File: src/hdl/rtc_calendar_setter_core_assert.svh
// assertion macros for the calendar setter core
`ifndef RTC_CALENDAR_SETTER_CORE_ASSERT_SVH
`define RTC_CALENDAR_SETTER_CORE_ASSERT_SVH
`ifndef SYNTHESIS
`define RTCCAL_ASSERT(label, clk, rst, prop, msg) \
  label: assert property (@(posedge clk) disable iff (rst) prop) else $error(msg);
`define RTCCAL_ASSERT_ALWAYS(label, clk, prop, msg) \
  label: assert property (@(posedge clk) prop) else $error(msg);
`else
`define RTCCAL_ASSERT(label, clk, rst, prop, msg)
`define RTCCAL_ASSERT_ALWAYS(label, clk, prop, msg)
`endif
`endif

File: src/hdl/rtccal_pkg.sv
// types, constants and helper functions for the calendar setter core
`default_nettype none
package rtccal_pkg;

  localparam logic [3:0] CMD_HOUR_UP    = 4'd0;
  localparam logic [3:0] CMD_HOUR_DOWN  = 4'd1;
  localparam logic [3:0] CMD_MIN_UP     = 4'd2;
  localparam logic [3:0] CMD_MIN_DOWN   = 4'd3;
  localparam logic [3:0] CMD_DAY_UP     = 4'd4;
  localparam logic [3:0] CMD_DAY_DOWN   = 4'd5;
  localparam logic [3:0] CMD_MONTH_UP   = 4'd6;
  localparam logic [3:0] CMD_MONTH_DOWN = 4'd7;
  localparam logic [3:0] CMD_YEAR_UP    = 4'd8;
  localparam logic [3:0] CMD_YEAR_DOWN  = 4'd9;
  localparam logic [3:0] CMD_LOAD       = 4'd10;

  localparam logic [6:0] HOUR_MAX   = 7'd23;
  localparam logic [6:0] MIN_MAX    = 7'd59;
  localparam logic [6:0] MONTH_MAX  = 7'd12;
  localparam logic [6:0] YEAR_MIN   = 7'd25;
  localparam logic [6:0] YEAR_MAX   = 7'd40;
  localparam logic [7:0] YEAR_BASE  = 8'd20;
  localparam logic [7:0] WEEKDAY    = 8'd6;

  localparam logic [1:0] REG_TIME       = 2'd0;
  localparam logic [1:0] REG_DATE       = 2'd3;
  localparam logic [2:0] TIME_BYTES     = 3'd3;
  localparam logic [2:0] DATE_BYTES     = 3'd4;

  localparam int IN_DATA_W  = 48;
  localparam int OUT_DATA_W = 72;

  typedef struct packed {
    logic [5:0] hour;
    logic [6:0] minute;
    logic [5:0] day;
    logic [4:0] month;
    logic [6:0] year;
  } cal_state_t;

  typedef struct packed {
    logic        write_valid;
    logic [1:0]  start_register;
    logic [2:0]  byte_count;
    logic [7:0]  byte_zero;
    logic [7:0]  byte_one;
    logic [7:0]  byte_two;
    logic [7:0]  byte_three;
    logic [31:0] fat_time;
  } result_t;

  localparam cal_state_t CAL_RESET = '{hour: 6'd0, minute: 7'd0, day: 6'd1,
                                       month: 5'd1, year: 7'd25};

  function automatic logic [6:0] step_wrap(input logic [6:0] v, input logic up,
                                           input logic [6:0] lo, input logic [6:0] hi);
    logic [6:0] r;
    if (up) r = (v < hi) ? v + 7'd1 : lo;
    else    r = (v > lo) ? v - 7'd1 : hi;
    return r;
  endfunction

  function automatic logic [6:0] month_length(input logic [4:0] m);
    logic [6:0] r;
    if (m == 5'd2) r = 7'd29;
    else if (m == 5'd4 || m == 5'd6 || m == 5'd9 || m == 5'd11) r = 7'd30;
    else r = 7'd31;
    return r;
  endfunction

  // divide by ten through multiply by 205 and shift by 11, exact below 1029
  function automatic logic [7:0] to_bcd(input logic [6:0] v);
    logic [14:0] prod;
    logic [3:0]  tens;
    logic [6:0]  units;
    prod  = 15'(v) * 15'd205;
    tens  = prod[14:11];
    units = v - 7'({tens, 3'b000}) - 7'({tens, 1'b0});
    return {tens, units[3:0]};
  endfunction

  function automatic logic [7:0] from_bcd(input logic [7:0] raw, input logic [3:0] tens_mask);
    logic [3:0] tens;
    tens = raw[7:4] & tens_mask;
    return {4'b0000, raw[3:0]} + {1'b0, tens, 3'b000} + {3'b000, tens, 1'b0};
  endfunction

endpackage
`default_nettype wire

File: src/hdl/rtccal_step.sv
// next calendar state and result for one command
`default_nettype none
module rtccal_step
  import rtccal_pkg::*;
(
  input  wire logic [3:0] command,
  input  wire logic [7:0] sec_reg,
  input  wire logic [7:0] min_reg,
  input  wire logic [7:0] hour_reg,
  input  wire logic [7:0] date_reg,
  input  wire logic [7:0] month_reg,
  input  wire logic [7:0] year_reg,
  input  wire logic       rtc_enable,
  input  wire cal_state_t cal,
  output cal_state_t      cal_next,
  output result_t         result
);

  logic       up;
  logic [7:0] dec_sec;
  logic [7:0] dec_min;
  logic [7:0] dec_hour;
  logic [7:0] dec_day;
  logic [7:0] dec_month;
  logic [7:0] dec_year;
  logic [7:0] sec;
  logic [7:0] year_off;

  assign up        = ~command[0];
  assign dec_sec   = from_bcd(sec_reg, 4'h7);
  assign dec_min   = from_bcd(min_reg, 4'h7);
  assign dec_hour  = from_bcd(hour_reg, 4'h3);
  assign dec_day   = from_bcd(date_reg, 4'h3);
  assign dec_month = from_bcd(month_reg, 4'h1);
  assign dec_year  = from_bcd(year_reg, 4'hf);

  always_comb begin
    cal_next = cal;
    sec      = 8'd0;
    unique case (command)
      CMD_HOUR_UP, CMD_HOUR_DOWN: begin
        cal_next.hour = 6'(step_wrap({1'b0, cal.hour}, up, 7'd0, HOUR_MAX));
      end
      CMD_MIN_UP, CMD_MIN_DOWN: begin
        cal_next.minute = step_wrap(cal.minute, up, 7'd0, MIN_MAX);
      end
      CMD_DAY_UP, CMD_DAY_DOWN: begin
        cal_next.day = 6'(step_wrap({1'b0, cal.day}, up, 7'd1, month_length(cal.month)));
      end
      CMD_MONTH_UP, CMD_MONTH_DOWN: begin
        cal_next.month = 5'(step_wrap({2'b00, cal.month}, up, 7'd1, MONTH_MAX));
      end
      CMD_YEAR_UP, CMD_YEAR_DOWN: begin
        cal_next.year = step_wrap(cal.year, up, YEAR_MIN, YEAR_MAX);
      end
      CMD_LOAD: begin
        if (rtc_enable) begin
          sec             = dec_sec;
          cal_next.minute = dec_min[6:0];
          cal_next.hour   = dec_hour[5:0];
          cal_next.day    = dec_day[5:0];
          cal_next.month  = dec_month[4:0];
          cal_next.year   = dec_year[6:0];
        end
      end
      default: begin
      end
    endcase
  end

  assign year_off = {1'b0, cal_next.year} + YEAR_BASE;

  always_comb begin
    result = '0;
    unique case (command)
      CMD_HOUR_UP, CMD_HOUR_DOWN, CMD_MIN_UP, CMD_MIN_DOWN: begin
        result.write_valid    = rtc_enable;
        result.start_register = REG_TIME;
        result.byte_count     = TIME_BYTES;
        result.byte_one       = to_bcd(cal_next.minute);
        result.byte_two       = to_bcd({1'b0, cal_next.hour});
      end
      CMD_DAY_UP, CMD_DAY_DOWN, CMD_MONTH_UP, CMD_MONTH_DOWN,
      CMD_YEAR_UP, CMD_YEAR_DOWN: begin
        result.write_valid    = rtc_enable;
        result.start_register = REG_DATE;
        result.byte_count     = DATE_BYTES;
        result.byte_zero      = WEEKDAY;
        result.byte_one       = to_bcd({1'b0, cal_next.day});
        result.byte_two       = to_bcd({2'b00, cal_next.month});
        result.byte_three     = to_bcd(cal_next.year);
      end
      CMD_LOAD: begin
        // fields overlap, so the terms are ored
        result.fat_time = {year_off[6:0], 25'd0}
                        | {6'd0, cal_next.month, 21'd0}
                        | {10'd0, cal_next.day, 16'd0}
                        | {15'd0, cal_next.hour, 11'd0}
                        | {20'd0, cal_next.minute, 5'd0}
                        | {25'd0, sec[7:1]};
      end
      default: begin
      end
    endcase
  end

endmodule
`default_nettype wire

File: src/hdl/rtc_calendar_setter_core.sv
// Calendar setter core: one command in, one result out.
// Results are registered in the output register, or in the skid register while
// the output register waits on m_tready. Throughput: one command per cycle while
// the skid is empty; a two-entry output buffer (register plus skid) keeps
// s_tready high while one finished result waits on m_tready. Reset (rst,
// synchronous): time 00:00, day 1, month 1, year 25, rtc_enable 1, buffer empty.
`default_nettype none
`include "rtc_calendar_setter_core_assert.svh"
module rtc_calendar_setter_core
  import rtccal_pkg::*;
(
  input  wire logic                  clk,
  input  wire logic                  rst,
  input  wire logic                  s_tvalid,
  output logic                       s_tready,
  // sec_reg, min_reg, hour_reg, date_reg, month_reg, year_reg
  input  wire logic [IN_DATA_W-1:0]  s_tdata,
  // command
  input  wire logic [3:0]            s_tuser,
  output logic                       m_tvalid,
  input  wire logic                  m_tready,
  // write_valid, start_register, byte_count, byte_zero, byte_one, byte_two,
  // byte_three, fat_time, two zero bits
  output logic [OUT_DATA_W-1:0]      m_tdata,
  input  wire logic                  cfg_valid,
  output logic                       cfg_ready,
  input  wire logic                  cfg_data
);

  logic                  rtc_enable;
  cal_state_t            cal;
  cal_state_t            cal_next;
  result_t               result;
  logic [OUT_DATA_W-1:0] result_data;
  logic                  push;
  logic                  pop;
  logic                  out_valid;
  logic [OUT_DATA_W-1:0] out_data;
  logic                  skid_valid;
  logic [OUT_DATA_W-1:0] skid_data;

  assign cfg_ready = 1'b1;
  assign s_tready  = ~skid_valid;
  assign push      = s_tvalid & s_tready;
  assign pop       = out_valid & m_tready;
  assign m_tvalid  = out_valid;
  assign m_tdata   = out_data;

  rtccal_step u_step (
    .command    (s_tuser),
    .sec_reg    (s_tdata[7:0]),
    .min_reg    (s_tdata[15:8]),
    .hour_reg   (s_tdata[23:16]),
    .date_reg   (s_tdata[31:24]),
    .month_reg  (s_tdata[39:32]),
    .year_reg   (s_tdata[47:40]),
    .rtc_enable (rtc_enable),
    .cal        (cal),
    .cal_next   (cal_next),
    .result     (result)
  );

  assign result_data = {2'b00, result.fat_time, result.byte_three, result.byte_two,
                        result.byte_one, result.byte_zero, result.byte_count,
                        result.start_register, result.write_valid};

  always_ff @(posedge clk) begin
    if (rst) begin
      rtc_enable <= 1'b1;
      cal        <= CAL_RESET;
    end else begin
      if (cfg_valid && cfg_ready) rtc_enable <= cfg_data;
      if (push) cal <= cal_next;
    end
  end

  always_ff @(posedge clk) begin
    if (rst) begin
      out_valid  <= 1'b0;
      skid_valid <= 1'b0;
    end else begin
      if (pop) begin
        if (skid_valid) begin
          out_valid  <= 1'b1;
          skid_valid <= 1'b0;
        end else begin
          out_valid <= push;
        end
      end else if (!out_valid) begin
        out_valid <= push;
      end else if (push) begin
        skid_valid <= 1'b1;
      end
    end
  end

  always_ff @(posedge clk) begin
    if (pop && skid_valid) begin
      out_data <= skid_data;
    end else if (push && (pop || !out_valid)) begin
      out_data <= result_data;
    end
    if (push && out_valid && !pop) skid_data <= result_data;
  end

  // a waiting skid entry always has a result ahead of it
  `RTCCAL_ASSERT(a_skid_behind_out, clk, rst, skid_valid |-> out_valid,
                 "skid entry without an output entry")
  // an up step never ends above the maximum; a down step from a loaded value may
  `RTCCAL_ASSERT(a_hour_step_range, clk, rst,
                 (push && s_tuser == CMD_HOUR_UP) |=> (cal.hour <= 6'd23),
                 "hour above its maximum after an up step")
  `RTCCAL_ASSERT(a_year_step_range, clk, rst,
                 (push && s_tuser == CMD_YEAR_UP) |=> (cal.year <= YEAR_MAX),
                 "year above its maximum after an up step")
  `RTCCAL_ASSERT(a_month_step_range, clk, rst,
                 (push && s_tuser == CMD_MONTH_UP) |=> (cal.month <= 5'd12),
                 "month above its maximum after an up step")
  `RTCCAL_ASSERT_ALWAYS(a_reset_empty, clk, rst |=> (!out_valid && !skid_valid),
                        "output buffer not empty after reset")

endmodule
`default_nettype wire

File: config.mk
export PLATFORM = sky130hd
export DESIGN_NAME = rtc_calendar_setter_core
export DESIGN_NICKNAME = d
export VERILOG_FILES = /design/src/hdl/rtccal_pkg.sv /design/src/hdl/rtccal_step.sv /design/src/hdl/rtc_calendar_setter_core.sv
export VERILOG_INCLUDE_DIRS = /design/src /design/src/hdl
export SDC_FILE = /design/constraint.sdc
export NUM_CORES = 1
export LEC_CHECK = 0
export CORE_AREA = 4 4 191 193
export CTS_CLUSTER_DIAMETER = 100
export DETAILED_ROUTE_END_ITERATION = 8
export DIE_AREA = 0 0 195 197
export DONT_BUFFER_PORTS = 1
export GPL_ROUTABILITY_DRIVEN = 0
export REMOVE_ABC_BUFFERS = 1
export SYNTH_ARGS = -nofsm -noshare
export SYNTH_HDL_FRONTEND = slang
export SYNTH_HIERARCHICAL = 1
export SYNTH_SLANG_ARGS = --single-unit
File: constraint.sdc
create_clock -name clk -period 16.99 [get_ports clk]
set_clock_uncertainty 0.05 [all_clocks]
set_input_delay 1.699 -clock clk [delete_from_list [all_inputs] [get_ports clk]]
set_output_delay 1.699 -clock clk [all_outputs]
set_load 0.01 [all_outputs]
# After elaboration in Yosys (flattened, before gate mapping)
# Index checks and enable logic that the tools add are counted.
[classes] add_sub_neg=33 mul=5 n_div=0 n_lt_le_gt_ge=10 n_eq_ne=15 shifts=0 muxes=36 n_bitwise=8 n_reduce_logical=21
[op_table] cell="$mux 70" n=2
[op_table] cell="$mux 7" n=8
[op_table] cell="$mux 6" n=6
[op_table] cell="$pmux 6 s2" n=3
[op_table] cell="$sub 4x4->4" n=9
[op_table] cell="$mux 32" n=1
[op_table] cell="$or 32x12->32" n=1
[op_table] cell="$or 32x17->32" n=1
[op_table] cell="$or 32x22->32" n=1
[op_table] cell="$or 32x26->32" n=1
[op_table] cell="$or 32x7->32" n=1
[op_table] cell="$pmux 16 s2" n=1
[op_table] cell="$mux 31" n=1
[op_table] cell="$mul 7x8->15 const B" n=2
[op_table] cell="$mul 6x8->14 const B" n=2
[op_table] cell="$pmux 7 s2" n=2
[op_table] cell="$mux 8" n=3
[op_table] cell="$eq 4x3->1 const B" n=4
[op_table] cell="$mux 5" n=3
[op_table] cell="$add 4x6->7" n=2
[op_table] cell="$add 7x1->7 const B" n=2
[op_table] cell="$lt 7x6->1 const B" n=2
[op_table] cell="$sub 7x1->7 const B" n=2
[op_table] cell="$mul 5x8->13 const B" n=1
[op_table] cell="41 further kinds" n=67
[totals] ff_bits=174 latch_bits=0 ramBits=0 mem_bits_ro=0 in_bits=58 output_inout_bits=75 elab_cells=138 mem_count=0

# Logic depth before layout (Yosys ltp)
[logic_depth] ltp_word=18 ltp_mapped=33 ltp_nobuf=33

# Cells and area by module
# Netlist, hierarchy kept.
[by_module_without_submodules] module="rtccal_step" instances=1 cells_each=958 area_each_um2=7434.6 seq_area_each_um2=0.0
[by_module_without_submodules] module="rtc_calendar_setter_core" instances=1 cells_each=374 area_each_um2=6346.1 seq_area_each_um2=4884.7

# Least setup slack after synthesis
# Ideal clock, no wire load.
[synth_path] path_type="input -> register" start="in s_tdata[11]" end="reg out_data[17] (netlist: m_tdata[17]), data pin" setup_ps=260 arrival_time_ps=7938 required_ps=16680 setup_slack_ps=8742 cell_stages=32 n_path_buf=0 cell_sequence="inv_1 > fa_1 > inv_1 > ha_1 > a21o_1 > a21oi_1 > xnor2_1 > nor2_1 > a21oi_1 > nor2_1 > or3_1 > ha_1 > inv_1 > fa_1 > inv_1 > ha_1 > inv_1 > fa_1 > inv_1 > ha_1 > nand4_1 > or2_2 > a311oi_2 > o21ai_1 > a21oi_1 > nor2_1 > ha_1 > a211oi_1 > xnor2_1 > xnor2_1 > o22ai_1 > mux2_2"
[synth_lines] item="start: declaration" line="rtc_calendar_setter_core.sv:17" source="input wire logic [IN_DATA_W-1:0] s_tdata,"
[synth_lines] item="end signal: assignment" line="rtc_calendar_setter_core.sv:99" source="out_data <= skid_data;"
[synth_lines] item="end signal: assignment" line="rtc_calendar_setter_core.sv:101" source="out_data <= result_data;"
[synth_lines] item="end: declaration" line="rtc_calendar_setter_core.sv:38" source="logic [OUT_DATA_W-1:0] out_data;"

==> summary.md <==
| Metric | Value |
|---|---|
| Status | finished clean |
| Buffers added on ports | 0 |
| Wire per inst | 19.1 um |
| Post-synth top flop | edfxtp_1 |
| First-pass GRT wire length | 53800 um |
| Req. time, crit path | 17.13 ns |
| Row cnt | 68 |
| CTS root buf | clkbuf_16 |
| Hold WC Path Type | reg -> reg |
| Adder-cell share of the synthesized area | 22.8% |
| Post-Route WL | 33900 um |
| Final hold slack | 0.478 ns |
| I/O pin count | 133 |
| Critical path's largest stage delay | 0.59 ns |
| Vias in the first global route | 9610 |
| Drc violations | 0 |
| CP Launch Type | input port |
| Mapped Cells | 1332 |
| Compound-gate portion of the synthesized area | 12.4% |
| Min-delay src | skid_data[6]$_DFFE_PP_ |
| Worst slew pin tran | 1.12 ns |
| Worst VDD drop | 0.0504 mV |
| Layout overhead on the synthesized area | 6.32% |
| WS Path Type | in -> reg |
| Largest family of logic cells by synthesized area | adder cells |
| Post-Syn Area | 13800 um2 |
| Die ar. | 38400 um2 |
| Worst-path clk slew | 0.07 ns |
| Reg2reg start | cal[21]$_SDFFE_PP0P_ |
| R2r worst-path depth | 24 |
| #FFs+latches synth | 174 |
| Synth Area in XOR/XNOR | 4.23% |
| Die X-Extent | 195 um |
| Max_slew headroom | 25.2% |
| Number of synthesized flops with an enable pin | 140 |
| Pin count of the biggest net entering global routing | 71 |
| Num Clock Sinks | 174 |
| Total track usage | 17.5% |
| Dpl hpwl | 24400 um |
| Post-synthesis area per instance | 10.3 um2 |
| Cell repeated most along the worst path | inv_1 |
| Slew Viols, Final | 0 |
| # hold bufs at CTS | 0 |
| Post-CTS resize count | 0 |
| Leak | 0.00641 uW |
| Setup Buffers After CTS | 0 |
| Fill cells | 3344 |
| Max Cap Viol | 0 |
| Initial antenna violation count | 3 |
| Unrepaired setup endpoints after global routing | false |
| Hold Crit Endpoint | m_tdata[6]$_DFFE_PP_ |
| Yosys warnings | 6 |
| Final Hold Fails | 0 |
| Setup TNS | 0 ns |
| Antenna Nets Post-Route | 0 |
| Hold path depth | 1 |
| Max Freq | 0.118 GHz |
| Vias/cell | 5.51 |
| DR vias | 9756 |
| Distinct cells, synth | 87 |
| H-tree levels | 4 |
| Grt ovf | 0 |
| R2r setup slk | 9.84 ns |
| Clk buf depth | 2 |
| Core area | 34500 um2 |
| Worst EP arrival | 8.61 ns |
| Setup violations, final | 0 |
| Nets | 1588 |
| Slowest library cell on the worst path | fa_1 |
| Power density cells | 84.2 nW/um2 |
| Crit Path Max Fanout | 5 |
| CP endpoint kind | flop |
| Final Cycle Share | 49.9% |
| Initial Util | 39.9% |
| DRT iter0 DRCs | 632 |
| Post-synthesis mux area share | 6.96% |
| Drt pass-1 iters | 7 |
| CTS Buf Count | 17 |
| Chip height | 197 um |
| Tmin final | 8.47 ns |
| CTS tree | built |
| Worst skew pair latency | 0.44 ns |
| Share of cells above drive strength 1 | 10.6% |
| FFs w/ async S/R, synth | 0% |
| Post-synthesis simple-gate area fraction | 11.9% |
| Post-synthesis sequential area ratio | 35.4% |
| R2r endpoint | m_tdata[17]$_DFFE_PP_ |
-- through the flow --
stage	util, %	instances	worst slack, ns	total power (uW)	area (um2)
floorplan	-	1269	8.70	774	13400
global placement	40.8	1738	8.19	849	14100
detailed placement	40.8	1738	8.11	857	14100
CTS	42.4	1770	8.54	1240	14600
global route	42.4	1771	8.04	1320	14700
finish	42.4	1771	8.52	1230	14700
-- cell families (layout without fill, tap and decap cells) --
group / Yosys count / in the layout
AO/OA/AOI/OAI: 255 / 255
XOR/XNOR: 65 / 65
adder cells (fa/ha/maj): 228 / 228
buffers and inverters: 189 / 165
flip-flops: 174 / 174
multiplexers: 86 / 86
other: 3 / 11
AND/OR/NAND/NOR: 332 / 332
-- registers in the layout (all words and copies together) (netlist names) --
signal and cells:
cal 31, m_tdata 70, m_tvalid 1, rtc_enable 1, skid_data 70, skid_valid 1
-- layer usage --
metal | vias to the layer above | global-route usage, % | wire length [um]
met5 | - | 0 | 40
met4 | 4 | 6.49 | 846
met1 | 4706 | 23.1 | 15100
li1 | 4710 | - | -
met2 | 281 | 28.5 | 15800
met3 | 55 | 3.78 | 2020
-- Yosys cell counts (5+ instances only) --
cell type / n / area share [%]
nand3b_1: 7 / 0.38
xnor2_1: 36 / 2.3
a21oi_1: 82 / 3.0
a222oi_1: 6 / 0.44
or2_2: 10 / 0.45
xor2_1: 28 / 1.8
a31oi_1: 9 / 0.41
o22ai_1: 12 / 0.54
nand4_1: 5 / 0.23
nand2b_1: 9 / 0.41
nor2b_1: 8 / 0.36
inv_1: 118 / 3.2
clkbuf_1: 29 / 0.79
o211ai_1: 8 / 0.44
nand2_1: 109 / 3.0
dfxtp_1: 34 / 4.9
fa_1: 38 / 5.5
nand3_1: 23 / 0.84
mux2_2: 64 / 5.2
buf_2: 13 / 0.47
o21a_1: 8 / 0.44
o21bai_1: 5 / 0.27
mux2i_1: 16 / 1.2
a22oi_1: 6 / 0.33
nor3_1: 22 / 0.80
a211oi_1: 14 / 0.76
or3_1: 11 / 0.50
and3_1: 6 / 0.27
a211o_1: 6 / 0.38
nor2_1: 79 / 2.2
edfxtp_1: 140 / 31
a21o_1: 19 / 1.0
o21ai_0: 33 / 1.2
and2_1: 11 / 0.50
ha_1: 190 / 17
buf_4: 14 / 0.76
buf_1: 5 / 0.14
nor3b_1: 5 / 0.27
-- worst max-delay path by stage --
| stage | from | endpoint | slack [ns] | cells past startpoint |
|---|---|---|---|---|
| 6_report | s_tdata[11] | m_tdata[17]$_DFFE_PP_ | 8.52 | 32 |
| 5_1_grt | s_tdata[11] | m_tdata[17]$_DFFE_PP_ | 8.04 | 32 |
| 4_1_cts | s_tdata[11] | m_tdata[17]$_DFFE_PP_ | 8.54 | 32 |
| 3_3_place_gp | s_tdata[11] | m_tdata[17]$_DFFE_PP_ | 8.19 | 32 |
| 3_5_place_dp | s_tdata[11] | m_tdata[17]$_DFFE_PP_ | 8.11 | 32 |
| 2_1_floorplan | s_tdata[11] | m_tdata[17]$_DFFE_PP_ | 8.70 | 32 |
-- cell type report --
class                      instances  area [um2]  area share [%]
inverter                         119         447            3.05
tap                              455         569            3.89
multi-input combinational        976        8090            55.2
clock inverter                    15         125           0.854
clock buffer                      17         425            2.90
timing repair buffer              14         105           0.717
antenna                            1        2.50          0.0171
sequential                       174        4890            33.3
-- worst max-delay path: cells and delay by family --
family          cells  cell delay [ns]
simple gates        6             1.22
xor+xnor            3             0.49
mux                 1             0.28
fa+ha+maj           8             3.07
compound gates      8             1.54
buf+inv             6             0.30
-- cells in the final DEF, fill, tap and decap left out, types with 6 or more instances in the layout --
cell type	synthesis	routed
a211o_1	6	6
a211oi_1	14	14
a21o_1	19	19
a21oi_1	82	81
a222oi_1	6	6
a22oi_1	6	6
a31oi_1	9	9
and2_1	11	11
buf_4	14	14
clkbuf_16	0	17
conb_1	3	10
dfxtp_1	34	33
edfxtp_1	140	140
fa_1	38	38
ha_1	190	190
inv_1	118	118
inv_6	0	6
mux2_2	64	64
mux2i_1	16	16
nand2_1	109	109
nand2b_1	9	8
nand3_1	23	23
nand3b_1	7	7
nor2_1	79	79
nor2b_1	8	8
nor3_1	22	22
o211ai_1	8	8
o21a_1	8	8
o21ai_0	33	33
o22ai_1	12	12
or2_2	10	10
or3_1	11	11
xnor2_1	36	36
xor2_1	28	28
-- power breakdown --
group          leakage [uW]  switching, uW  internal [uW]
Combinational       0.00457            190            140
Sequential          0.00158           25.7            494
Clock              0.000261            191            192
Total               0.00641            407            826
Note: power is estimated with default switching activity, not from simulation.
